--- src/design/lrupr_pkg.sv ---
// ----------------------------------------------------------------------------
// lrupr_pkg
// shared constants and controller/datapath interface types for the lru
// page replacement block
// ----------------------------------------------------------------------------
`default_nettype none

package lrupr_pkg;

    localparam int FRAMES_DEF    = 8;
    localparam int PAGE_BITS_DEF = 16;

    localparam int              CFG_W       = 4;
    localparam logic [CFG_W-1:0] CFG_RESET  = 4'd3;
    localparam int              FRAME_IDX_W = 3;
    localparam int              TOTAL_W     = 32;

    // commands from the controller to the datapath
    typedef struct packed {
        logic load;
        logic read;
        logic check;
        logic commit;
    } t_dp_cmd;

    // status from the datapath to the controller
    typedef struct packed {
        logic hit_now;
        logic last;
        logic out_free;
    } t_dp_stat;

endpackage

`default_nettype wire

--- src/design/lrupr_ram.sv ---
// ----------------------------------------------------------------------------
// lrupr_ram
// generic single write port, single read port ram with registered read data
// ----------------------------------------------------------------------------
`default_nettype none

module lrupr_ram #(
    parameter int WIDTH = 16,
    parameter int DEPTH = 8,
    parameter int ADDR_W = (DEPTH > 1) ? $clog2(DEPTH) : 1
) (
    input  wire logic              i_clk,
    input  wire logic              i_wr_en,
    input  wire logic [ADDR_W-1:0] i_wr_addr,
    input  wire logic [WIDTH-1:0]  i_wr_data,
    input  wire logic              i_rd_en,
    input  wire logic [ADDR_W-1:0] i_rd_addr,
    output logic      [WIDTH-1:0]  o_rd_data
);

    logic [WIDTH-1:0] r_mem [DEPTH];

    always_ff @(posedge i_clk) begin
        if (i_wr_en) begin
            r_mem[i_wr_addr] <= i_wr_data;
        end
        if (i_rd_en) begin
            o_rd_data <= r_mem[i_rd_addr];
        end
    end

endmodule

`default_nettype wire

--- src/design/lrupr_ctrl.sv ---
// ----------------------------------------------------------------------------
// lrupr_ctrl
// sequencer: accepts a reference, walks the frames one read and one check
// at a time, then commits the update and the result
// ----------------------------------------------------------------------------
`default_nettype none

module lrupr_ctrl (
    input  wire logic               i_clk,
    input  wire logic               i_rst_n,
    input  wire logic               i_in_valid,
    input  wire lrupr_pkg::t_dp_stat i_stat,
    output lrupr_pkg::t_dp_cmd      o_cmd,
    output logic                    o_in_stall
);
    import lrupr_pkg::*;

    typedef enum logic [3:0] {
        S_IDLE   = 4'b0001,
        S_READ   = 4'b0010,
        S_CHECK  = 4'b0100,
        S_COMMIT = 4'b1000
    } t_state;

    t_state r_state;
    t_state n_state;

    always_comb begin
        n_state = r_state;
        o_cmd   = '0;
        unique case (r_state)
            S_IDLE: begin
                if (i_in_valid) begin
                    o_cmd.load = 1'b1;
                    n_state    = S_READ;
                end
            end
            S_READ: begin
                o_cmd.read = 1'b1;
                n_state    = S_CHECK;
            end
            S_CHECK: begin
                o_cmd.check = 1'b1;
                // a hit ends the search early
                if (i_stat.hit_now || i_stat.last) begin
                    n_state = S_COMMIT;
                end else begin
                    n_state = S_READ;
                end
            end
            S_COMMIT: begin
                // wait for the output register to be free
                if (i_stat.out_free) begin
                    o_cmd.commit = 1'b1;
                    n_state      = S_IDLE;
                end
            end
            default: begin
                n_state = S_IDLE;
            end
        endcase
    end

    always_ff @(posedge i_clk) begin
        if (!i_rst_n) begin
            r_state <= S_IDLE;
        end else begin
            r_state <= n_state;
        end
    end

    assign o_in_stall = (r_state != S_IDLE);

endmodule

`default_nettype wire

--- src/design/lrupr_dp.sv ---
// ----------------------------------------------------------------------------
// lrupr_dp
// frame store, recency ranks, search registers, totals and output register
// ----------------------------------------------------------------------------
`default_nettype none

module lrupr_dp #(
    parameter int FRAMES    = lrupr_pkg::FRAMES_DEF,
    parameter int PAGE_BITS = lrupr_pkg::PAGE_BITS_DEF
) (
    input  wire logic                            i_clk,
    input  wire logic                            i_rst_n,
    input  wire lrupr_pkg::t_dp_cmd              i_cmd,
    output lrupr_pkg::t_dp_stat                  o_stat,
    input  wire logic                            i_cfg_valid,
    input  wire logic [lrupr_pkg::CFG_W-1:0]     i_cfg_frames_in_use,
    input  wire logic [PAGE_BITS-1:0]            i_page_number,
    input  wire logic                            i_out_stall,
    output logic                                 o_out_valid,
    output logic                                 o_hit,
    output logic [lrupr_pkg::FRAME_IDX_W-1:0]    o_frame_index,
    output logic                                 o_evicted_valid,
    output logic [PAGE_BITS-1:0]                 o_evicted_page,
    output logic [lrupr_pkg::TOTAL_W-1:0]        o_hit_total,
    output logic [lrupr_pkg::TOTAL_W-1:0]        o_fault_total
);
    import lrupr_pkg::*;

    localparam int IDX_W  = (FRAMES > 1) ? $clog2(FRAMES) : 1;
    localparam int RANK_W = IDX_W;
    localparam int CNT_W  = $clog2(FRAMES + 1);

    // configuration
    logic [CFG_W-1:0] r_cfg;
    logic [CNT_W-1:0] active_n;

    // frame state
    logic [FRAMES-1:0] r_valid;
    logic [RANK_W-1:0] r_rank [FRAMES];
    logic [RANK_W-1:0] n_rank [FRAMES];

    // search state
    logic [PAGE_BITS-1:0] r_page;
    logic [IDX_W-1:0]     r_ptr;
    logic [CNT_W-1:0]     r_n;
    logic                 r_found;
    logic [IDX_W-1:0]     r_hit_idx;
    logic [RANK_W-1:0]    r_hit_rank;
    logic                 r_empty_found;
    logic [IDX_W-1:0]     r_empty_idx;
    logic [IDX_W-1:0]     r_vic_idx;
    logic [RANK_W-1:0]    r_vic_rank;
    logic [PAGE_BITS-1:0] r_vic_page;

    logic [TOTAL_W-1:0] r_hit_cnt;
    logic [TOTAL_W-1:0] r_fault_cnt;

    logic [PAGE_BITS-1:0] rd_data;
    logic [RANK_W-1:0]    ptr_rank;
    logic                 ptr_match;

    logic                 sel_age_all;
    logic [IDX_W-1:0]     sel_f;
    logic [RANK_W-1:0]    sel_limit;
    logic                 wr_en;

    // frames in use, clamped to one through FRAMES
    always_comb begin
        if (r_cfg == '0) begin
            active_n = CNT_W'(1);
        end else if (32'(r_cfg) > 32'(FRAMES)) begin
            active_n = CNT_W'(FRAMES);
        end else begin
            active_n = CNT_W'(r_cfg);
        end
    end

    lrupr_ram #(
        .WIDTH (PAGE_BITS),
        .DEPTH (FRAMES),
        .ADDR_W(IDX_W)
    ) u_page_ram (
        .i_clk    (i_clk),
        .i_wr_en  (wr_en),
        .i_wr_addr(sel_f),
        .i_wr_data(r_page),
        .i_rd_en  (i_cmd.read),
        .i_rd_addr(r_ptr),
        .o_rd_data(rd_data)
    );

    assign ptr_rank  = r_rank[r_ptr];
    assign ptr_match = r_valid[r_ptr] && (rd_data == r_page);

    assign o_stat.hit_now  = ptr_match;
    assign o_stat.last     = ((CNT_W'(r_ptr) + CNT_W'(1)) == r_n);
    assign o_stat.out_free = !o_out_valid || !i_out_stall;

    // choice of frame for the commit step
    always_comb begin
        if (r_found) begin
            sel_f       = r_hit_idx;
            sel_limit   = r_hit_rank;
            sel_age_all = 1'b0;
            wr_en       = 1'b0;
        end else if (r_empty_found) begin
            sel_f       = r_empty_idx;
            sel_limit   = r_vic_rank;
            sel_age_all = 1'b1;
            wr_en       = i_cmd.commit;
        end else begin
            sel_f       = r_vic_idx;
            sel_limit   = r_vic_rank;
            sel_age_all = 1'b0;
            wr_en       = i_cmd.commit;
        end
    end

    // selected frame goes to rank zero, younger live frames in use age by one (all live ones on a fill)
    always_comb begin
        for (int j = 0; j < FRAMES; j++) begin
            n_rank[j] = r_rank[j];
            if (IDX_W'(j) == sel_f) begin
                n_rank[j] = '0;
            end else if ((32'(j) < 32'(r_n)) && r_valid[j]
                         && (sel_age_all || (r_rank[j] < sel_limit))) begin
                n_rank[j] = r_rank[j] + RANK_W'(1);
            end
        end
    end

    always_ff @(posedge i_clk) begin
        if (!i_rst_n) begin
            r_cfg <= CFG_RESET;
        end else if (i_cfg_valid) begin
            r_cfg <= i_cfg_frames_in_use;
        end
    end

    // search registers
    always_ff @(posedge i_clk) begin
        if (i_cmd.load) begin
            r_page        <= i_page_number;
            r_ptr         <= '0;
            r_n           <= active_n;
            r_found       <= 1'b0;
            r_empty_found <= 1'b0;
        end else if (i_cmd.check) begin
            r_ptr <= r_ptr + IDX_W'(1);
            if (ptr_match) begin
                r_found    <= 1'b1;
                r_hit_idx  <= r_ptr;
                r_hit_rank <= ptr_rank;
            end
            if (!r_valid[r_ptr] && !r_empty_found) begin
                r_empty_found <= 1'b1;
                r_empty_idx   <= r_ptr;
            end
            // oldest frame, first one wins a tie
            if ((r_ptr == '0) || (ptr_rank > r_vic_rank)) begin
                r_vic_idx  <= r_ptr;
                r_vic_rank <= ptr_rank;
                r_vic_page <= rd_data;
            end
        end
    end

    always_ff @(posedge i_clk) begin
        if (!i_rst_n) begin
            r_valid     <= '0;
            r_hit_cnt   <= '0;
            r_fault_cnt <= '0;
            for (int j = 0; j < FRAMES; j++) begin
                r_rank[j] <= '0;
            end
        end else if (i_cmd.commit) begin
            r_rank <= n_rank;
            if (!r_found) begin
                r_valid[sel_f] <= 1'b1;
            end
            if (r_found && (r_hit_cnt != '1)) begin
                r_hit_cnt <= r_hit_cnt + TOTAL_W'(1);
            end
            if (!r_found && (r_fault_cnt != '1)) begin
                r_fault_cnt <= r_fault_cnt + TOTAL_W'(1);
            end
        end
    end

    // output register
    always_ff @(posedge i_clk) begin
        if (!i_rst_n) begin
            o_out_valid <= 1'b0;
        end else if (i_cmd.commit) begin
            o_out_valid <= 1'b1;
        end else if (!i_out_stall) begin
            o_out_valid <= 1'b0;
        end
    end

    always_ff @(posedge i_clk) begin
        if (i_cmd.commit) begin
            o_hit           <= r_found;
            o_frame_index   <= FRAME_IDX_W'(sel_f);
            o_evicted_valid <= !r_found && !r_empty_found;
            o_evicted_page  <= (!r_found && !r_empty_found) ? r_vic_page : '0;
            o_hit_total     <= (r_found && (r_hit_cnt != '1))
                               ? r_hit_cnt + TOTAL_W'(1) : r_hit_cnt;
            o_fault_total   <= (!r_found && (r_fault_cnt != '1))
                               ? r_fault_cnt + TOTAL_W'(1) : r_fault_cnt;
        end
    end

endmodule

`default_nettype wire

--- src/design/lru_page_replacement_top.sv ---
// ----------------------------------------------------------------------------
// lru_page_replacement_top
// fully associative lru frame set, one page reference per transaction
// ----------------------------------------------------------------------------
// usage:
//   input channel i_in_valid / o_in_stall carries i_page_number; a transaction
//   completes when valid is high and stall is low.
//   output channel o_out_valid / i_out_stall carries one result per reference:
//   hit, frame index, evicted page and saturating hit and fault totals.
//   config channel i_cfg_valid / o_cfg_ready writes frames_in_use (reset 3);
//   write it only while the block is idle.
// timing:
//   a reference walks the frames in use one at a time through the page ram,
//   a read state and a compare state per frame, stopping at the first hit.
//   the result is registered in the commit state after the last of the
//   frames searched (1 up to frames in use); the next reference is taken
//   only once the block is back in idle after that commit.
//   the output register lets a new reference enter while a result waits;
//   a stalled receiver holds the result and stalls the commit of the next.
// reset:
//   synchronous, active low; all frames empty, totals zero, no result valid.
// ----------------------------------------------------------------------------
`default_nettype none

module lru_page_replacement_top #(
    parameter int FRAMES    = lrupr_pkg::FRAMES_DEF,
    parameter int PAGE_BITS = lrupr_pkg::PAGE_BITS_DEF
) (
    input  wire logic                          i_clk,
    input  wire logic                          i_rst_n,
    input  wire logic                          i_cfg_valid,
    output logic                               o_cfg_ready,
    input  wire logic [lrupr_pkg::CFG_W-1:0]   i_cfg_frames_in_use,
    input  wire logic                          i_in_valid,
    output logic                               o_in_stall,
    input  wire logic [PAGE_BITS-1:0]          i_page_number,
    output logic                               o_out_valid,
    input  wire logic                          i_out_stall,
    output logic                               o_hit,
    output logic [lrupr_pkg::FRAME_IDX_W-1:0]  o_frame_index,
    output logic                               o_evicted_valid,
    output logic [PAGE_BITS-1:0]               o_evicted_page,
    output logic [lrupr_pkg::TOTAL_W-1:0]      o_hit_total,
    output logic [lrupr_pkg::TOTAL_W-1:0]      o_fault_total
);
    import lrupr_pkg::*;

    t_dp_cmd  dp_cmd;
    t_dp_stat dp_stat;

    assign o_cfg_ready = 1'b1;

    lrupr_ctrl u_ctrl (
        .i_clk     (i_clk),
        .i_rst_n   (i_rst_n),
        .i_in_valid(i_in_valid),
        .i_stat    (dp_stat),
        .o_cmd     (dp_cmd),
        .o_in_stall(o_in_stall)
    );

    lrupr_dp #(
        .FRAMES   (FRAMES),
        .PAGE_BITS(PAGE_BITS)
    ) u_dp (
        .i_clk              (i_clk),
        .i_rst_n            (i_rst_n),
        .i_cmd              (dp_cmd),
        .o_stat             (dp_stat),
        .i_cfg_valid        (i_cfg_valid),
        .i_cfg_frames_in_use(i_cfg_frames_in_use),
        .i_page_number      (i_page_number),
        .i_out_stall        (i_out_stall),
        .o_out_valid        (o_out_valid),
        .o_hit              (o_hit),
        .o_frame_index      (o_frame_index),
        .o_evicted_valid    (o_evicted_valid),
        .o_evicted_page     (o_evicted_page),
        .o_hit_total        (o_hit_total),
        .o_fault_total      (o_fault_total)
    );

endmodule

`default_nettype wire

--- config.mk ---
export PLATFORM = sky130hd
export DESIGN_NAME = lru_page_replacement_top
export DESIGN_NICKNAME = d
export VERILOG_FILES = /design/src/design/lrupr_pkg.sv /design/src/design/lrupr_ram.sv /design/src/design/lrupr_ctrl.sv /design/src/design/lrupr_dp.sv /design/src/design/lru_page_replacement_top.sv
export SDC_FILE = /design/constraint.sdc
export NUM_CORES = 1
export LEC_CHECK = 0
export BUFFER_PORTS_ARGS = -buffer_cell sky130_fd_sc_hd__buf_2
export CAP_MARGIN = 30
export CORE_AREA = 2 2 210 212
export CTS_BUF_LIST = sky130_fd_sc_hd__clkbuf_16
export CTS_CLUSTER_SIZE = 8
export DETAILED_ROUTE_END_ITERATION = 6
export DIE_AREA = 0 0 212 214
export GPL_ROUTABILITY_DRIVEN = 0
export PLACE_DENSITY = 0.56
export SYNTH_ARGS = -nofsm -noshare
export SYNTH_HDL_FRONTEND = slang
export SYNTH_SLANG_ARGS = --single-unit
--- constraint.sdc ---
create_clock -name i_clk -period 6.33 [get_ports i_clk]
set_input_delay 0 -clock i_clk [delete_from_list [all_inputs] [get_ports i_clk]]
set_output_delay 0 -clock i_clk [all_outputs]
set_load 0.01 [all_outputs]
=== Yosys cells after proc, flatten, opt, wreduce, memory -nomap -nowiden ===
Memory sizes are Yosys's and may differ from the RTL's. A register that Yosys moved wholly into a read port is not among the register bits.
Index checks and enable logic that the tools add are counted.

* Add/subtract/negate cells: 12
* Magnitude comparators: 22
* Equality and inequality tests: 19
* Mux-type cells: 46
* Bitwise logic cells: 4
* Reduce and logical (&&, ||, !) cells: 65

{| class="wikitable"
|+ Operator list
! cell !! number
|-
| $add A32 B1 Y32 const B || 2
|-
| $mux W32 || 2
|-
| $ne A32 B32 Y1 const B || 2
|-
| $mux W3 || 21
|-
| $add A3 B1 Y3 const B || 9
|-
| $lt A3 B3 Y1 || 8
|-
| $reduce_and A2 Y1 || 12
|-
| $logic_and A1 B1 Y1 || 22
|-
| $eq A16 B16 Y1 || 1
|-
| $lt A3 B4 Y1 const A || 4
|-
| $mux W4 || 4
|-
| $pmux W4 S4 || 1
|-
| $reduce_bool A2 Y1 || 8
|-
| $mux W1 || 15
|-
| $eq A3 B3 Y1 const A || 4
|-
| $logic_or A1 B1 Y1 || 11
|-
| $bmux W3 S3 || 1
|-
| $reduce_and A3 Y1 || 3
|-
| $lt A1 B4 Y1 const A || 2
|-
| $lt A2 B4 Y1 const A || 2
|-
| $lt A3 B4 Y1 const B || 2
|-
| $or A8 B8 Y8 || 1
|-
| $eq A2 B3 Y1 const A || 2
|-
| $logic_not A3 Y1 || 2
|-
| 21 further kinds || 27
|}

* Bits in registers: 246
* Bits in writable memories: 128
* Output and inout bits: 88
* Word-level logic and storage cells: 201
* Memories: 1

{| class="wikitable"
|+ Memories
! name !! words !! width !! rd ports !! clocked after memory_dff !! write ports !! RTL line !! RTL
|-
| u_dp.u_page_ram.r_mem || 8 || 16 || 1 || 1 || 1 || lrupr_ram.sv:21 || <nowiki>logic [WIDTH-1:0] r_mem [DEPTH];</nowiki>
|}

=== Longest topological paths before layout ===
* Depth after elaboration: 7
* Mapped depth: 11
* Depth with buffers taken out: 7

=== By module ===
From an unflattened synthesis, not the netlist that was laid out.

* Cell total of the unflattened synthesis: 1330
* Area, all modules: 17500.5 um^2

{| class="wikitable"
|+ By module, submodules not included
! module !! instances !! cells an instance !! area an instance (um^2) !! sequential area each (um^2)
|-
| lrupr_dp || 1 || 1089 || 11798.8 || 6206.0
|-
| lrupr_ram || 1 || 214 || 5454.0 || 4324.1
|-
| lrupr_ctrl || 1 || 25 || 236.5 || 80.1
|-
| lru_page_replacement_top || 1 || 2 || 11.3 || 0.0
|}

=== Least setup slack after synthesis ===
No wires, ideal clock.

* Path type: register -> register
* Start point: register u_ctrl.r_state[0]
* End point: register u_dp.r_rank[14] in the netlist's numbering
* Setup time: 117 ps
* Arrival time: 4778 ps
* Data required time: 6213 ps
* Path slack: 1435 ps
* Stages on the path, launching flop included: 8
* Period minus slack after synthesis: 4895 ps
* Cells stage by stage: dfxtp_1 -> nor4b_1 -> nand2_1 -> inv_1 -> buf_1 -> o211ai_1 -> o21a_1 -> o211a_1

{| class="wikitable"
|+ RTL lines
! what !! RTL line !! RTL
|-
| start, declared || lrupr_ctrl.sv:25 || <nowiki>t_state r_state;</nowiki>
|-
| start signal, assigned || lrupr_ctrl.sv:68 || <nowiki>r_state <= n_state;</nowiki>
|-
| end signal, assigned || lrupr_dp.sv:177 || <nowiki>r_rank <= n_rank;</nowiki>
|-
| end, declared || lrupr_dp.sv:39 || <nowiki>logic [RANK_W-1:0] r_rank [FRAMES];</nowiki>
|}

=== Worst setup path after layout ===
* Start point: register u_dp.r_found
* End point: register u_dp.r_rank[5] in the netlist's numbering

* Longest elaborated chain between the ends: 6
* Elaborated cells between the ends (all ways): 10
* Classes of those cells: order compare (1); eq/ne (1); mux (4); reduce/logical (4)

{| class="wikitable"
|+ Ends and longest elaborated chain
! what !! RTL line !! RTL
|-
| start, declared || lrupr_dp.sv:46 || <nowiki>logic r_found;</nowiki>
|-
| start signal, assigned || lrupr_dp.sv:146 || <nowiki>r_found <= 1'b0;</nowiki>
|-
| start signal, assigned || lrupr_dp.sv:151 || <nowiki>r_found <= 1'b1;</nowiki>
|-
| $mux W3 || lrupr_dp.sv:101 || <nowiki>if (r_found) begin</nowiki>
|-
| $lt A3 B3 Y1 || lrupr_dp.sv:126 || <nowiki>&& (sel_age_all || (r_rank[j] < sel_limit))) begin</nowiki>
|-
| $logic_or A1 B1 Y1 || lrupr_dp.sv:126 ||
|-
| $logic_and A1 B1 Y1 || lrupr_dp.sv:126 ||
|-
| $reduce_bool A2 Y1 (no line) || -- ||
|-
| $reduce_and A2 Y1 (no line) || -- ||
|}

Several ways; a longest one is shown, not always the timed one.
A chain may end at the register's enable or synchronous reset.

==> flow_metrics.py <==
metrics = {
    "run_status": {
        "status": "finished, final reports clean",
    },
    "sta": {
        "finalCriticalPeriod_ns": 3.15,
        "finalMaxSlewViolations": 0,
        "rsz0062_at_grt": "no",
        "fin_crit_sh": 0.497,
        "slew_headroom": 0.372,
        "fin_skew_ns": 0.0501,
        "fin_setup_tns_ns": 0,
        "worst_slew_pin_slew_ns": 0.930,
        "hold_violations": 0,
        "max_clock_freq_mhz": 318,
        "setup_violations": 0,
        "worst_slack_ns": 3.18,
    },
    "clocking": {
        "clock-sinks": 390,
        "clk_latency_ns": 0.60,
        "root_buffer": "clkbuf_16",
        "post-cts-setup-buffer-count": 0,
        "cts-hold-fix-buffers": 27,
        "cts_max_path_buffers": 3,
        "h-tree-depth": 2,
        "clk_pin_slew_ns": 0.05,
        "tritoncts": "done",
        "numCtsBuffers": 54,
        "cts_resized": 0,
    },
    "grt": {
        "grt_max_degree": 68,
        "grt_use_total": 0.174,
        "antenna_found_initial": 0,
        "grt_pass1_vias": 10902,
        "grt-ovfl-total": 0,
        "grt_pass1_wl_um": 61800,
    },
    "placed_design": {
        "place_ws_ns": 3.13,
        "hpwl_um": 24400,
        "portBuffers": 111,
    },
    "drt": {
        "drc": 0,
        "dr.pass1.iters": 5,
        "wl_per_cell_um": 18.7,
        "viasPerCell": 5.32,
        "drtIter0Drc": 765,
        "vias": 11035,
        "totalWireLength_um": 38900,
        "antenna_left": 0,
    },
    "critical_path": {
        "timing.rr.end": "u_dp.r_rank[5]",
        "cp.arrival_ns": 3.62,
        "worst_r2r_path_depth": 7,
        "startpoint_type": "flip-flop",
        "reg2reg_slack_ns": 3.18,
        "r2r-start": "u_dp.r_found",
        "setup.worst_path.end_class": "flip-flop",
        "worstPathRequired_ns": 6.81,
        "critPathKind": "reg2reg",
        "crit_start": "u_dp.r_found",
        "crit_fanout": 14,
    },
    "min_path": {
        "min_to": "u_dp.r_valid[2]",
        "hold_depth": 3,
        "min_from": "i_rst_n",
        "hp-class": "in2reg",
    },
    "power": {
        "combinationalPowerShare": 0.015,
        "sw_frac_of_total": 0.210,
        "p_leak_uw": 0.00674,
        "p_int_uw": 4310,
        "pwr-share-clk": 0.478,
        "p_sw_uw": 1150,
        "power_frac_seq": 0.507,
        "powerDensity_nw_per_um2": 271,
        "peakVddDrop_mv": 0.214,
    },
    "yosys": {
        "netlist_area_um2": 17000,
        "syn_nets": 1349,
        "synth_edf_count": 280,
        "syn_area_per_cell_um2": 13.2,
        "yosysUniqueCellTypes": 71,
        "ys_seq_area_frac": 0.624,
        "synth_top_cell_area_share": 0.494,
        "syn_inst": 1293,
        "ys_ff_latch": 390,
        "synth_area_leader_cell": "edfxtp_1",
        "async_flop_share": 0,
        "netlist_top_cells_area": "edfxtp_1 49%, dfxtp_1 13%, mux4_2 5.3%, xnor2_1 2.3%, ha_1 2.3%",
        "yosys_warnings": 0,
        "synth_ff_type": "edfxtp_1",
    },
    "layout": {
        "antenna_cells": 0,
        "finalNetCount": 1502,
        "synthToLayoutAreaGrowth_pct": 18.6,
        "layout-drive-gt1-share": 0.199,
        "mostFrequentLayoutCell": "edfxtp_1",
        "final_cell_mix": "280 x edfxtp_1, 111 x buf_2, 108 x dfxtp_1",
    },
    "die": {
        "core_um2": 42900,
        "std_cell_rows": 76,
        "io_pins": 113,
        "dieArea_um2": 45400,
        "start_util": 0.397,
        "dieHeight_um": 214,
        "die_w_um": 212,
    },
    "job": {
        "maxCapViolations": 0,
    },
}
-- area by class of cell --
type | instances | area (µm²)
fill | 3861 | 22700
sequential | 390 | 10600
multi-input combinational | 794 | 6030
clock buffer | 54 | 1350
timing repair buffer | 173 | 1100
tap | 585 | 732
clock inverter | 46 | 230
inverter | 33 | 126
-- worst max path at each step --
stage	end	slack [ns]
finish	u_dp.r_rank[5]	3.18
global route	u_dp.r_rank[5]	2.82
CTS	u_dp.r_hit_cnt[8]	3.17
detailed placement	u_dp.r_hit_cnt[8]	3.13
global placement	u_dp.r_hit_cnt[8]	3.19
floorplan	u_dp.r_rank[14]	1.44
-- metrics by stage --
step           utilization  instance area, µm²  hold WS, ns  total power [µW]  cells
5_1_grt              0.471               20200       0.0953              5650   2075
3_5_place_dp         0.427               18300        0.178              2890   1948
6_report             0.471               20200       0.0856              5460   2075
2_1_floorplan            -               17000       0.0989              2850   1293
3_3_place_gp         0.426               18300        0.178              2890   1943
4_1_cts              0.471               20200       0.0667              5530   2075
-- worst max-delay path, cell delays in order (launching register included) --
cell and delay [ns]:
dfxtp_1 0.63, mux2i_1 0.76, ha_1 0.37, o21ai_0 0.15, a211oi_1 0.08, a2111oi_0 0.75, a211oi_1 0.18, o2bb2ai_1 0.15
-- state kept, by name (all words and copies together) (netlist names), 3 cells and up --
| name | count |
|---|---|
| u_ctrl.r_state | 4 |
| u_dp.o_evicted_page | 16 |
| u_dp.o_fault_total | 32 |
| u_dp.o_frame_index | 3 |
| u_dp.o_hit_total | 32 |
| u_dp.r_cfg | 4 |
| u_dp.r_empty_idx | 3 |
| u_dp.r_fault_cnt | 32 |
| u_dp.r_hit_cnt | 32 |
| u_dp.r_hit_idx | 3 |
| u_dp.r_hit_rank | 3 |
| u_dp.r_n | 4 |
| u_dp.r_page | 16 |
| u_dp.r_ptr | 3 |
| u_dp.r_rank | 24 |
| u_dp.r_valid | 8 |
| u_dp.r_vic_idx | 3 |
| u_dp.r_vic_page | 16 |
| u_dp.r_vic_rank | 3 |
| u_dp.u_page_ram.o_rd_data | 16 |
| u_dp.u_page_ram.r_mem | 128 |
-- power groups by stage --
stage | clock network, µW | logic, µW | registers (µW)
after global routing | 2790 | 89.7 | 2770
after detailed placement | 0 | 68.6 | 2820
after global placement | 0 | 67.9 | 2820
after floorplan | 0 | 46.2 | 2810
after CTS | 2680 | 82.8 | 2770
final | 2610 | 80.9 | 2770
-- per-layer routing --
layer / vias up / global-route usage / wire, µm
li1: 5273 / - / -
met1: 5456 / 0.243 / 18100
met2: 257 / 0.277 / 18200
met3: 49 / 0.0305 / 1860
met4: 0 / 0.0514 / 691
met5: - / 0 / 0
-- cells in the mapped netlist (32+ instances only) --
library cell / count
nand4_1: 33
a21oi_1: 62
o21ai_0: 34
nor2_1: 51
clkbuf_1: 57
inv_1: 32
xnor2_1: 45
nand2_1: 86
mux4_2: 40
edfxtp_1: 280
dfxtp_1: 110
xor2_1: 39
nor3_1: 35
-- cells by family after synthesis --
| logic type | count (synthesis) | share of synthesized area |
|---|---|---|
| multiplexers | 83 | 0.0798 |
| flip-flops | 390 | 0.624 |
| buffers and inverters | 109 | 0.0253 |
| AND/OR/NAND/NOR | 389 | 0.124 |
| adder cells (fa/ha/maj) | 31 | 0.0228 |
| other | 1 | 0.000220 |
| AO/OA/AOI/OAI | 206 | 0.0810 |
| XOR/XNOR | 84 | 0.0432 |
No activity file was read; power rests on OpenSTA's default activity.
